==> config.mk <==
export PLATFORM = sky130hd
export DESIGN_NAME = epoch_seconds_to_calendar_unit
export DESIGN_NICKNAME = d
export VERILOG_FILES = /design/src/esc_pkg.sv /design/src/epoch_seconds_to_calendar_unit.sv
export SDC_FILE = /design/constraint.sdc
export NUM_CORES = 1
export LEC_CHECK = 0
export BUFFER_PORTS_ARGS = -buffer_cell sky130_fd_sc_hd__clkbuf_2
export CELL_PAD_IN_SITES_DETAIL_PLACEMENT = 1
export CELL_PAD_IN_SITES_GLOBAL_PLACEMENT = 2
export CORE_ASPECT_RATIO = 0.5
export CORE_MARGIN = 1.5
export CORE_UTILIZATION = 36
export CTS_CLUSTER_DIAMETER = 40
export DETAILED_ROUTE_END_ITERATION = 12
export GPL_ROUTABILITY_DRIVEN = 1
export PLACE_DENSITY = 0.9
export SETUP_SLACK_MARGIN = 0.4
export SLEW_MARGIN = 20
export SYNTH_ARGS = -nofsm -noshare
export SYNTH_HDL_FRONTEND = slang
export SYNTH_SLANG_ARGS = --single-unit
==> constraint.sdc <==
create_clock -name clk_i -period 5.3 [get_ports clk_i]
set_input_delay 0.795 -clock clk_i [delete_from_list [all_inputs] [get_ports clk_i]]
set_output_delay 0.795 -clock clk_i [all_outputs]
set_load 0.005 [all_outputs]
==> src/esc_pkg.sv <==
// Package for the epoch-seconds to calendar converter.
// Holds widths, time and calendar constants and the month length table.
// No dependencies.
`timescale 1ns / 1ps

package esc_pkg;

  localparam int SecondsWidth = 32;
  localparam int DivWidth     = 18;   // remainder register, holds up to 2 * 86400
  localparam int DaysWidth    = 16;   // day count since epoch at 32-bit seconds
  localparam int CntWidth     = 6;

  localparam int SecondsPerDay  = 86400;
  localparam int SecondsPerHour = 3600;
  localparam int SecondsPerMin  = 60;
  localparam int DaysPerWeek    = 7;

  localparam int SodWidth  = 17;      // second of day
  localparam int SohWidth  = 12;      // second of hour

  localparam logic [8:0] DaysCommonYear = 9'd365;
  localparam logic [8:0] DaysLeapYear   = 9'd366;

  // Year is kept as an offset from 1900; the walk starts at 1970.
  localparam logic [7:0] StartYear      = 8'd70;
  localparam logic [6:0] StartYearMod100 = 7'd70;
  localparam logic [8:0] StartYearMod400 = 9'd370;

  localparam logic [3:0] MonthJan = 4'd0;
  localparam logic [3:0] MonthFeb = 4'd1;
  localparam logic [3:0] MonthDec = 4'd11;

  typedef logic [SecondsWidth-1:0] seconds_t;

  function automatic logic [4:0] month_len(input logic [3:0] month, input logic leap);
    logic [4:0] len;
    unique case (month)
      4'd0:    len = 5'd31;
      4'd1:    len = leap ? 5'd29 : 5'd28;
      4'd2:    len = 5'd31;
      4'd3:    len = 5'd30;
      4'd4:    len = 5'd31;
      4'd5:    len = 5'd30;
      4'd6:    len = 5'd31;
      4'd7:    len = 5'd31;
      4'd8:    len = 5'd30;
      4'd9:    len = 5'd31;
      4'd10:   len = 5'd30;
      default: len = 5'd31;
    endcase
    return len;
  endfunction

endpackage

==> src/epoch_seconds_to_calendar_unit.sv <==
// Epoch-seconds to calendar date and time converter, top level.
// Uses esc_pkg for constants and the month length table.
// One shared compare/subtract unit under a small sequencer does all the work.
//
// Usage:
//   Drive epoch_seconds_i and pulse start while busy is low; the word is taken
//   at that clock edge and busy rises on the next cycle.
//   When the conversion ends, done_o is high for exactly one cycle with all
//   result fields valid in that cycle; busy falls in the same cycle, so a new
//   start can be given then. The receiver cannot stall the result; fields
//   are only valid while done_o is high.
// Sequence, from the accepting edge to done_o:
//   restoring division for day, hour, minute and weekday, then a year walk
//   from 1970 on that takes off one year's length per step until the days
//   left are fewer than that year's length, then a month walk that does the
//   same per month, up to December at most. The year walk through the shared
//   subtractor is the longest part for late dates. The next word is taken at
//   the earliest at the edge that ends the done_o cycle.
// Reset (rst_ni low, asynchronous) returns the sequencer to idle and clears
// done_o; any conversion in flight is dropped.
`timescale 1ns / 1ps

module epoch_seconds_to_calendar_unit (
  input  logic                  clk_i,
  input  logic                  rst_ni,
  input  logic                  start,
  output logic                  busy,
  input  esc_pkg::seconds_t     epoch_seconds_i,
  output logic                  done_o,
  output logic [5:0]            second_of_minute_o,
  output logic [5:0]            minute_of_hour_o,
  output logic [4:0]            hour_of_day_o,
  output logic [2:0]            day_of_week_o,
  output logic [7:0]            years_since_1900_o,
  output logic [3:0]            month_index_o,
  output logic [4:0]            day_of_month_o
);
  import esc_pkg::*;

  typedef enum logic [2:0] {
    StIdle,
    StDivDay,
    StDivHour,
    StDivMin,
    StDivWday,
    StYear,
    StMonth
  } state_e;

  state_e                state_q;
  logic [CntWidth-1:0]   cnt_q;
  logic [SecondsWidth-1:0] dvd_q;
  logic [DivWidth-1:0]   acc_q;
  logic [DaysWidth-1:0]  days_q;
  logic [7:0]            year_q;
  logic [6:0]            mod100_q;
  logic [8:0]            mod400_q;
  logic [3:0]            month_q;
  logic                  leap_q;
  logic                  done_q;
  logic [5:0]            sec_q;
  logic [5:0]            min_q;
  logic [4:0]            hour_q;
  logic [2:0]            wday_q;

  // Shared compare/subtract unit
  logic [DivWidth-1:0]   op_a;
  logic [DivWidth-1:0]   op_b;
  logic [DivWidth:0]     diff;
  logic                  ge;

  logic [DivWidth-1:0]   acc_shift;
  logic [DivWidth-1:0]   acc_next;
  logic [SecondsWidth-1:0] dvd_next;
  logic                  leap_cur;
  logic [8:0]            year_len;
  logic [4:0]            mon_len;
  logic [2:0]            wday_adj;

  assign acc_shift = {acc_q[DivWidth-2:0], dvd_q[SecondsWidth-1]};
  assign leap_cur  = (year_q[1:0] == 2'd0) && ((mod100_q != 7'd0) || (mod400_q == 9'd0));
  assign year_len  = leap_cur ? DaysLeapYear : DaysCommonYear;
  assign mon_len   = month_len(month_q, leap_q);

  always_comb begin
    op_a = acc_shift;
    op_b = DivWidth'(SecondsPerDay);
    unique case (state_q)
      StDivDay:  op_b = DivWidth'(SecondsPerDay);
      StDivHour: op_b = DivWidth'(SecondsPerHour);
      StDivMin:  op_b = DivWidth'(SecondsPerMin);
      StDivWday: op_b = DivWidth'(DaysPerWeek);
      StYear: begin
        op_a = DivWidth'(days_q);
        op_b = DivWidth'(year_len);
      end
      StMonth: begin
        op_a = DivWidth'(days_q);
        op_b = DivWidth'(mon_len);
      end
      default: begin
        op_a = acc_shift;
        op_b = DivWidth'(SecondsPerDay);
      end
    endcase
  end

  assign diff = {1'b0, op_a} - {1'b0, op_b};
  assign ge   = ~diff[DivWidth];

  // Restoring division step: quotient bits shift into the dividend's low end
  assign acc_next = ge ? diff[DivWidth-1:0] : acc_shift;
  assign dvd_next = {dvd_q[SecondsWidth-2:0], ge};

  // (days + 4) mod 7 from days mod 7
  assign wday_adj = (acc_next[2:0] >= 3'd3) ? (acc_next[2:0] - 3'd3) : (acc_next[2:0] + 3'd4);

  always_ff @(posedge clk_i or negedge rst_ni) begin
    if (!rst_ni) begin
      state_q  <= StIdle;
      cnt_q    <= '0;
      done_q   <= 1'b0;
      dvd_q    <= '0;
      acc_q    <= '0;
      days_q   <= '0;
      year_q   <= '0;
      mod100_q <= '0;
      mod400_q <= '0;
      month_q  <= '0;
      leap_q   <= 1'b0;
      sec_q    <= '0;
      min_q    <= '0;
      hour_q   <= '0;
      wday_q   <= '0;
    end else begin
      done_q <= 1'b0;
      unique case (state_q)
        StIdle: begin
          if (start) begin
            dvd_q   <= epoch_seconds_i;
            acc_q   <= '0;
            cnt_q   <= CntWidth'(SecondsWidth);
            state_q <= StDivDay;
          end
        end
        StDivDay, StDivHour, StDivMin, StDivWday: begin
          dvd_q <= dvd_next;
          acc_q <= acc_next;
          cnt_q <= cnt_q - 1'b1;
          if (cnt_q == CntWidth'(1)) begin
            acc_q <= '0;
            unique case (state_q)
              StDivDay: begin
                days_q  <= dvd_next[DaysWidth-1:0];
                dvd_q   <= {acc_next[SodWidth-1:0], {(SecondsWidth-SodWidth){1'b0}}};
                cnt_q   <= CntWidth'(SodWidth);
                state_q <= StDivHour;
              end
              StDivHour: begin
                hour_q  <= dvd_next[4:0];
                dvd_q   <= {acc_next[SohWidth-1:0], {(SecondsWidth-SohWidth){1'b0}}};
                cnt_q   <= CntWidth'(SohWidth);
                state_q <= StDivMin;
              end
              StDivMin: begin
                min_q   <= dvd_next[5:0];
                sec_q   <= acc_next[5:0];
                dvd_q   <= {days_q, {(SecondsWidth-DaysWidth){1'b0}}};
                cnt_q   <= CntWidth'(DaysWidth);
                state_q <= StDivWday;
              end
              default: begin
                wday_q   <= wday_adj;
                year_q   <= StartYear;
                mod100_q <= StartYearMod100;
                mod400_q <= StartYearMod400;
                state_q  <= StYear;
              end
            endcase
          end
        end
        StYear: begin
          if (!ge) begin
            leap_q  <= leap_cur;
            month_q <= MonthJan;
            state_q <= StMonth;
          end else begin
            days_q   <= diff[DaysWidth-1:0];
            year_q   <= year_q + 8'd1;
            mod100_q <= (mod100_q == 7'd99)  ? 7'd0 : mod100_q + 7'd1;
            mod400_q <= (mod400_q == 9'd399) ? 9'd0 : mod400_q + 9'd1;
          end
        end
        StMonth: begin
          if (!ge || (month_q == MonthDec)) begin
            done_q  <= 1'b1;
            state_q <= StIdle;
          end else begin
            days_q  <= diff[DaysWidth-1:0];
            month_q <= month_q + 4'd1;
          end
        end
        default: state_q <= StIdle;
      endcase
    end
  end

  assign busy               = (state_q != StIdle);
  assign done_o             = done_q;
  assign second_of_minute_o = sec_q;
  assign minute_of_hour_o   = min_q;
  assign hour_of_day_o      = hour_q;
  assign day_of_week_o      = wday_q;
  assign years_since_1900_o = year_q;
  assign month_index_o      = month_q;
  assign day_of_month_o     = days_q[4:0] + 5'd1;

endmodule
==> results of run 1 <==
-- routing by layer --
layer | track usage [%] | up-vias | wire length, um
li1 | - | 3434 | -
met1 | 34.5 | 3758 | 12700
met2 | 39.0 | 219 | 12300
met3 | 5.51 | 41 | 1540
met4 | 8.01 | 0 | 611
met5 | 0 | - | 0
-- per-stage QoR --
step	total power, uW	cells	hold WS [ns]
floorplan	965	923	0.450
global placement	1000	1239	0.472
detailed placement	1000	1239	0.492
CTS	2140	1271	0.507
global route	2190	1273	0.525
finish	2130	1273	0.504
-- area by class of cell --
cell class / count / area share, %
clock buffer: 20 / 5.06
clock inverter: 12 / 1.26
inverter: 34 / 1.41
multi-input combinational: 711 / 47.7
sequential: 124 / 34.4
tap: 273 / 3.78
timing repair buffer: 99 / 6.37
-- kinds of logic (layout without fill, tap and decap cells) --
logic type	Yosys count	count (layout)	synth area share [%]
mux	34	34	5.25
buf+inv	88	165	4.84
simple gates	358	358	20.6
flops	124	124	40.0
compound gates	269	269	21.8
xor+xnor	19	19	2.39
fa+ha+maj	31	31	5.10
-- synthesized netlist by cell type (9+ instances only) --
library cell / n
nand2_1: 132
dfrtp_1: 124
nor2_1: 89
a21oi_1: 87
o21ai_0: 73
nor3_1: 50
clkbuf_1: 39
inv_1: 32
ha_1: 30
nand3_1: 30
and3_1: 20
a31oi_1: 18
mux2_2: 17
xnor2_1: 13
a22o_1: 12
mux2i_1: 11
a221oi_1: 9
nand2b_1: 9
o21a_1: 9
-- critical path: stages, from the launching register on --
cell and delay (ns):
dfrtp_1 0.46, inv_1 0.11, ha_1 0.23, o31a_1 0.24, o21ai_0 0.17, a21oi_1 0.09
a21oi_1 0.18, nor2_1 0.07, ha_1 0.21, fa_1 0.41, nand2b_1 0.19, a21oi_1 0.21
o2111ai_1 0.18, a41oi_2 0.29, a31oi_1 0.28, buf_4 0.26, or4_1 0.49, a311o_1 0.38
o21ai_0 0.07
-- cells in the final DEF (no fill, tap or decap), types with 6 or more instances in the layout --
cell	count
buf_4	26
dfrtp_1	123
a31oi_1	18
a21o_1	7
o21ai_0	73
a21oi_1	87
inv_1	32
nand3_1	30
and3_1	20
o31ai_1	7
nand4_1	6
nor2_1	89
mux2_2	17
clkbuf_16	17
ha_1	30
nand2b_1	9
mux2i_1	11
o21a_1	9
a22o_1	12
nor3_1	47
xnor2_1	13
nand2_1	131
a221oi_1	9
clkbuf_2	72
-- how the worst min path moves through the flow --
stage	endpoint	slack, ns	cells after the start
2_1_floorplan	acc_q[0]$_DFFE_PN0P_	0.45	2
3_3_place_gp	acc_q[0]$_DFFE_PN0P_	0.47	2
3_5_place_dp	hour_of_day_o[3]$_DFFE_PN0P_	0.49	1
4_1_cts	hour_of_day_o[3]$_DFFE_PN0P_	0.51	1
5_1_grt	hour_of_day_o[2]$_DFFE_PN0P_	0.52	1
6_report	dvd_q[10]$_DFFE_PN0P_	0.50	2
-- report_power, final --
part,leakage [uW],switching (uW),internal [uW]
sequential,0.00164,0,947
clock,0.000269,473,673
combinational,0.00218,24.2,10.4
-- registers in the layout (all words and copies together) (netlist names) --
name,flops
dvd_q,32
leap_q,1
done_o,1
state_q,3
month_index_o,4
day_of_week_o,3
years_since_1900_o,8
mod400_q,9
second_of_minute_o,6
mod100_q,7
minute_of_hour_o,6
hour_of_day_o,5
cnt_q,6
acc_q,17
days_q,16
-- what timing repair did --
| action | CTS | global route |
|---|---|---|
| setup buffers | 0 | 2 |
| setup endpoints to repair | 0 | 45 |
| resized for setup | 0 | 7 |
==> reports/qor.csv, run 1 <==
metric;value;unit
clk_pin_slew;0.06;ns
io_pins;74;
rows;37;
reg2regPathDepth;18;
ys_warn_count;0;
final_layout_size_suffix_gt1_share;17.5;%
ctsRootBufferMaster;clkbuf_16;
dieArea;22500;sq um
ant_nets;0;
hold_violations;0;
ys_seq_elements;124;
setup_viol;0;
clkSinkCount;124;
die_y;107;um
max_freq;0.218;GHz
multi_input_area;4310;sq um
crit_end;dvd_q[28]$_DFFE_PN0P_;
pre_cts_ws;0.494;ns
areaGrowthSynthToFinish;16.5;%
grt_setup_unrepaired;no;
antenna_found_initial;0;
setup_slack;0.705;ns
fin_crit;4.60;ns
synthTopCellsByArea;dfrtp_1 40%, nand2_1 6.4%, a21oi_1 5.6%;
syn_nets;989;
placed_area;8420;sq um
slew_headroom;23.5;%
startpoint;month_index_o[1]$_DFFE_PN0P_;
clockBufferDepth;2;
reg2reg_from;month_index_o[1]$_DFFE_PN0P_;
ys_types;68;
hold_start;dvd_q[10]$_DFFE_PN0P_;
core;20800;sq um
p_leak;0.00408;uW
cap_violations;0;
final_core_utilization;43.4;%
setup-tns-final;0;ns
syn_avg_cell_area;8.40;sq um
synth_cells;923;
drc;0;
hold_buffers;0;
tightest_slew;1.14;ns
io_buffers;73;
grt_max_degree;74;
cts_max_level;4;
finClkSkew;0.0125;ns
ys.flop_type;dfrtp_1;
nets;1053;
reg2reg_setup_slack;0.70;ns
gr-total-overflow;0;
cts_tree;built;
first_global_vias;7700;
synth-seq-area-share;40.0;%
cts_made_buffers;17;
synth_top_cell_by_area;dfrtp_1;
synth-edff-count;0;
drtIter0Drc;602;
clock_latency;0.43;ns
gp_congestion;0.905;
criticalPathCategory;register to register;
slew_viol_final;0;
first_pass_iters;6;
power_density;236;nW/um^2
outcome;finished, final reports clean;
cp.arrival;4.95;ns
syn_area;7750;sq um
dieWidth;211;um
routed_wl;27.2;mm
ir_worst_vdd;0.223;mV
worstSetupEndpointType;register;
post-route-period-util;86.7;%
vias;7452;
synthArstFlopShare;100;%
crit_fanout;6;
grt_pass1_wl;43.3;mm
fillers;2503;
synth_top_area_share;40.0;%
grt_usage;25.0;%
place_hpwl;19.4;mm
seq_area;3100;sq um
hp-class;register to register;
viasPerCell;5.85;
insertedDiodeCount;0;
start_util;37.2;%
worstSetupStartpointType;register;
required;5.65;ns
regToRegEndpoint;dvd_q[28]$_DFFE_PN0P_;
wl_per_cell;21.3;um
final_cell_area;9030;sq um
No activity file was read; power rests on OpenSTA's default activity.
==> run 2: changes to the inputs <==
--- a/config.mk
+++ b/config.mk
@@ -5,14 +5,14 @@
 export SDC_FILE = /design/constraint.sdc
 export NUM_CORES = 1
 export LEC_CHECK = 0
-export BUFFER_PORTS_ARGS = -buffer_cell sky130_fd_sc_hd__clkbuf_2
 export CELL_PAD_IN_SITES_DETAIL_PLACEMENT = 1
 export CELL_PAD_IN_SITES_GLOBAL_PLACEMENT = 2
 export CORE_ASPECT_RATIO = 0.5
 export CORE_MARGIN = 1.5
-export CORE_UTILIZATION = 36
+export CORE_UTILIZATION = 39
 export CTS_CLUSTER_DIAMETER = 40
 export DETAILED_ROUTE_END_ITERATION = 12
+export DONT_BUFFER_PORTS = 1
 export GPL_ROUTABILITY_DRIVEN = 1
 export PLACE_DENSITY = 0.9
 export SETUP_SLACK_MARGIN = 0.4
==> reports/qor.csv, run 2 (synthesized netlist as in run 1, its figures left out) <==
metric;value;unit
power_density;245;nW/um^2
crit_path_frequent_cell;nand2_1;
outcome;finished, final reports clean;
grt_pass1_wl;40.6;mm
die_y;103;um
final_common_cell;nand2_1;
clkSinkCount;124;
seqPwrFrac;44.5;%
crit_fanout;19;
viasPerCell;5.93;
setup_viol;0;
start_util;39.8;%
tightest_slew;1.19;ns
cp_cell_sequence;nand2b_1 > a21oi_2 > buf_4 > nand2_1 > nand2_1 > ha_1 > a211oi_1 > nor2_1 > o311ai_1 > a41oi_2 > a31o_4 > o21ai_2 > inv_1 > a221oi_1 > a21oi_1;
grt_usage;25.7;%
dieWidth;202;um
dieArea;20800;sq um
grt_max_degree;125;
required;5.58;ns
ir_worst_vdd;0.220;mV
first_global_vias;7123;
wl_per_cell;21.7;um
place_hpwl;18.4;mm
gp_congestion;0.913;
cpPeakStageDelay;0.78;ns
post-route-period-util;86.4;%
p_sw_share;22.2;%
first_pass_iters;5;
fillers;2296;
setup-tns-final;0;ns
largest_register;dvd_q;
io_pins;74;
p_leak;0.00378;uW
clockBufferDepth;2;
hp-class;primary input to async pin;
worstSetupEndpointType;register;
power_frac_comb;0;%
clk_pin_slew;0.06;ns
vias;7070;
setup_slack;0.723;ns
pwr-share-clk;55.4;%
insertedDiodeCount;0;
switchingPower;472;uW
drtIter0Drc;524;
clock_latency;0.43;ns
cpLargestDelayFamily;compound AO/OA/AOI/OAI gates;
pre_cts_ws;0.479;ns
finClkSkew;0.0132;ns
cap_violations;0;
rows;36;
slew_viol_final;0;
max_freq;0.218;GHz
cp_slowest_cell;dfrtp_1;
cp.arrival;4.85;ns
ant_nets;0;
gr-total-overflow;0;
io_buffers;0;
hold_violations;0;
routed_wl;25.9;mm
cts_tree;built;
final_layout_size_suffix_gt1_share;11.2;%
fin_crit;4.58;ns
hold_buffers;0;
areaGrowthSynthToFinish;11.7;%
path_buf_inv;2;
power.internal;1650;uW
drc;0;
antenna_found_initial;0;
most-common-layout-cells;131 x nand2_1, 124 x dfrtp_1, 89 x nor2_1;
reg2reg_setup_slack;0.72;ns
core;19500;sq um
grt_setup_unrepaired;no;
worstSetupStartpointType;register;
largest_reg_flops;32;
criticalPathCategory;register to register;
cts_made_buffers;17;
reg.largest.list;dvd_q: 32 flops, acc_q: 17 flops, days_q: 16 flops;
cts_max_level;4;
ctsRootBufferMaster;clkbuf_16;
slew_headroom;20.3;%
nets;980;
[run 2: cell count changes in the layout (fill, tap and decap cells not counted), sizes merged]
cell	change
buf	-1
bufinv	+1
clkbuf	-73
clkinvlp	-1
clkinv	+2
inv	-1
[run 2: routing by layer]
| metal | vias up | routed length [um] | track usage [%] |
|---|---|---|---|
| met4 | 0 | 517 | 8.03 |
| met3 | 36 | 1160 | 4.36 |
| met2 | 189 | 12100 | 41.6 |
| li1 | 3276 | - | - |
| met5 | - | 0 | 0 |
| met1 | 3569 | 12100 | 35.5 |
[run 2: path summary, 6_finish.rpt]
check,startpoint,end,depth (start not counted)
hold reg to reg,leap_q$_DFFE_PN0P_,leap_q$_DFFE_PN0P_,2
setup reg to reg,state_q[1]$_DFFE_PN0P_,dvd_q[20]$_DFFE_PN0P_,15
min in group clk_i,leap_q$_DFFE_PN0P_,leap_q$_DFFE_PN0P_,2
max in group asynchronous,rst_ni,dvd_q[28]$_DFFE_PN0P_,0
hold / removal,rst_ni,mod400_q[5]$_DFFE_PN0P_,0
setup / recovery,state_q[1]$_DFFE_PN0P_,dvd_q[20]$_DFFE_PN0P_,15
[run 2: power groups by stage]
stage / clock, uW / combinational (uW) / sequential, uW
6_report: 1180 / 0.891 / 947
3_3_place_gp: 0 / 0.775 / 964
2_1_floorplan: 0 / 0.719 / 964
5_1_grt: 1220 / 0.914 / 946
4_1_cts: 1180 / 0.843 / 947
3_5_place_dp: 0 / 0.779 / 964
[run 2: metrics by stage]
step                cell area (sq um)  total power [uW]  utilization [%]  cells  hold slack (ns)
floorplan                        7750               965                -    923            0.450
global placement                 8020               965             41.2   1156            0.466
detailed placement               8020               965             41.2   1156            0.490
global route                     8660              2170             44.5   1193           0.0465
finish                           8660              2130             44.5   1193           0.0634
CTS                              8600              2130             44.2   1188           0.0517
[run 2: cell type report]
cell class                 instances  area (sq um)  area share (%)
clock buffer                      19           443            5.11
tap                              266           333            3.84
timing repair buffer              26           195            2.25
sequential                       124          3100            35.8
multi-input combinational        711          4320            49.9
clock inverter                    13           141            1.63
inverter                          34           128            1.47
[run 2: what timing repair did]
action | in CTS | in global routing
setup endpoints to repair | 0 | 35
gates resized for setup | 0 | 4
setup buffers | 0 | 5
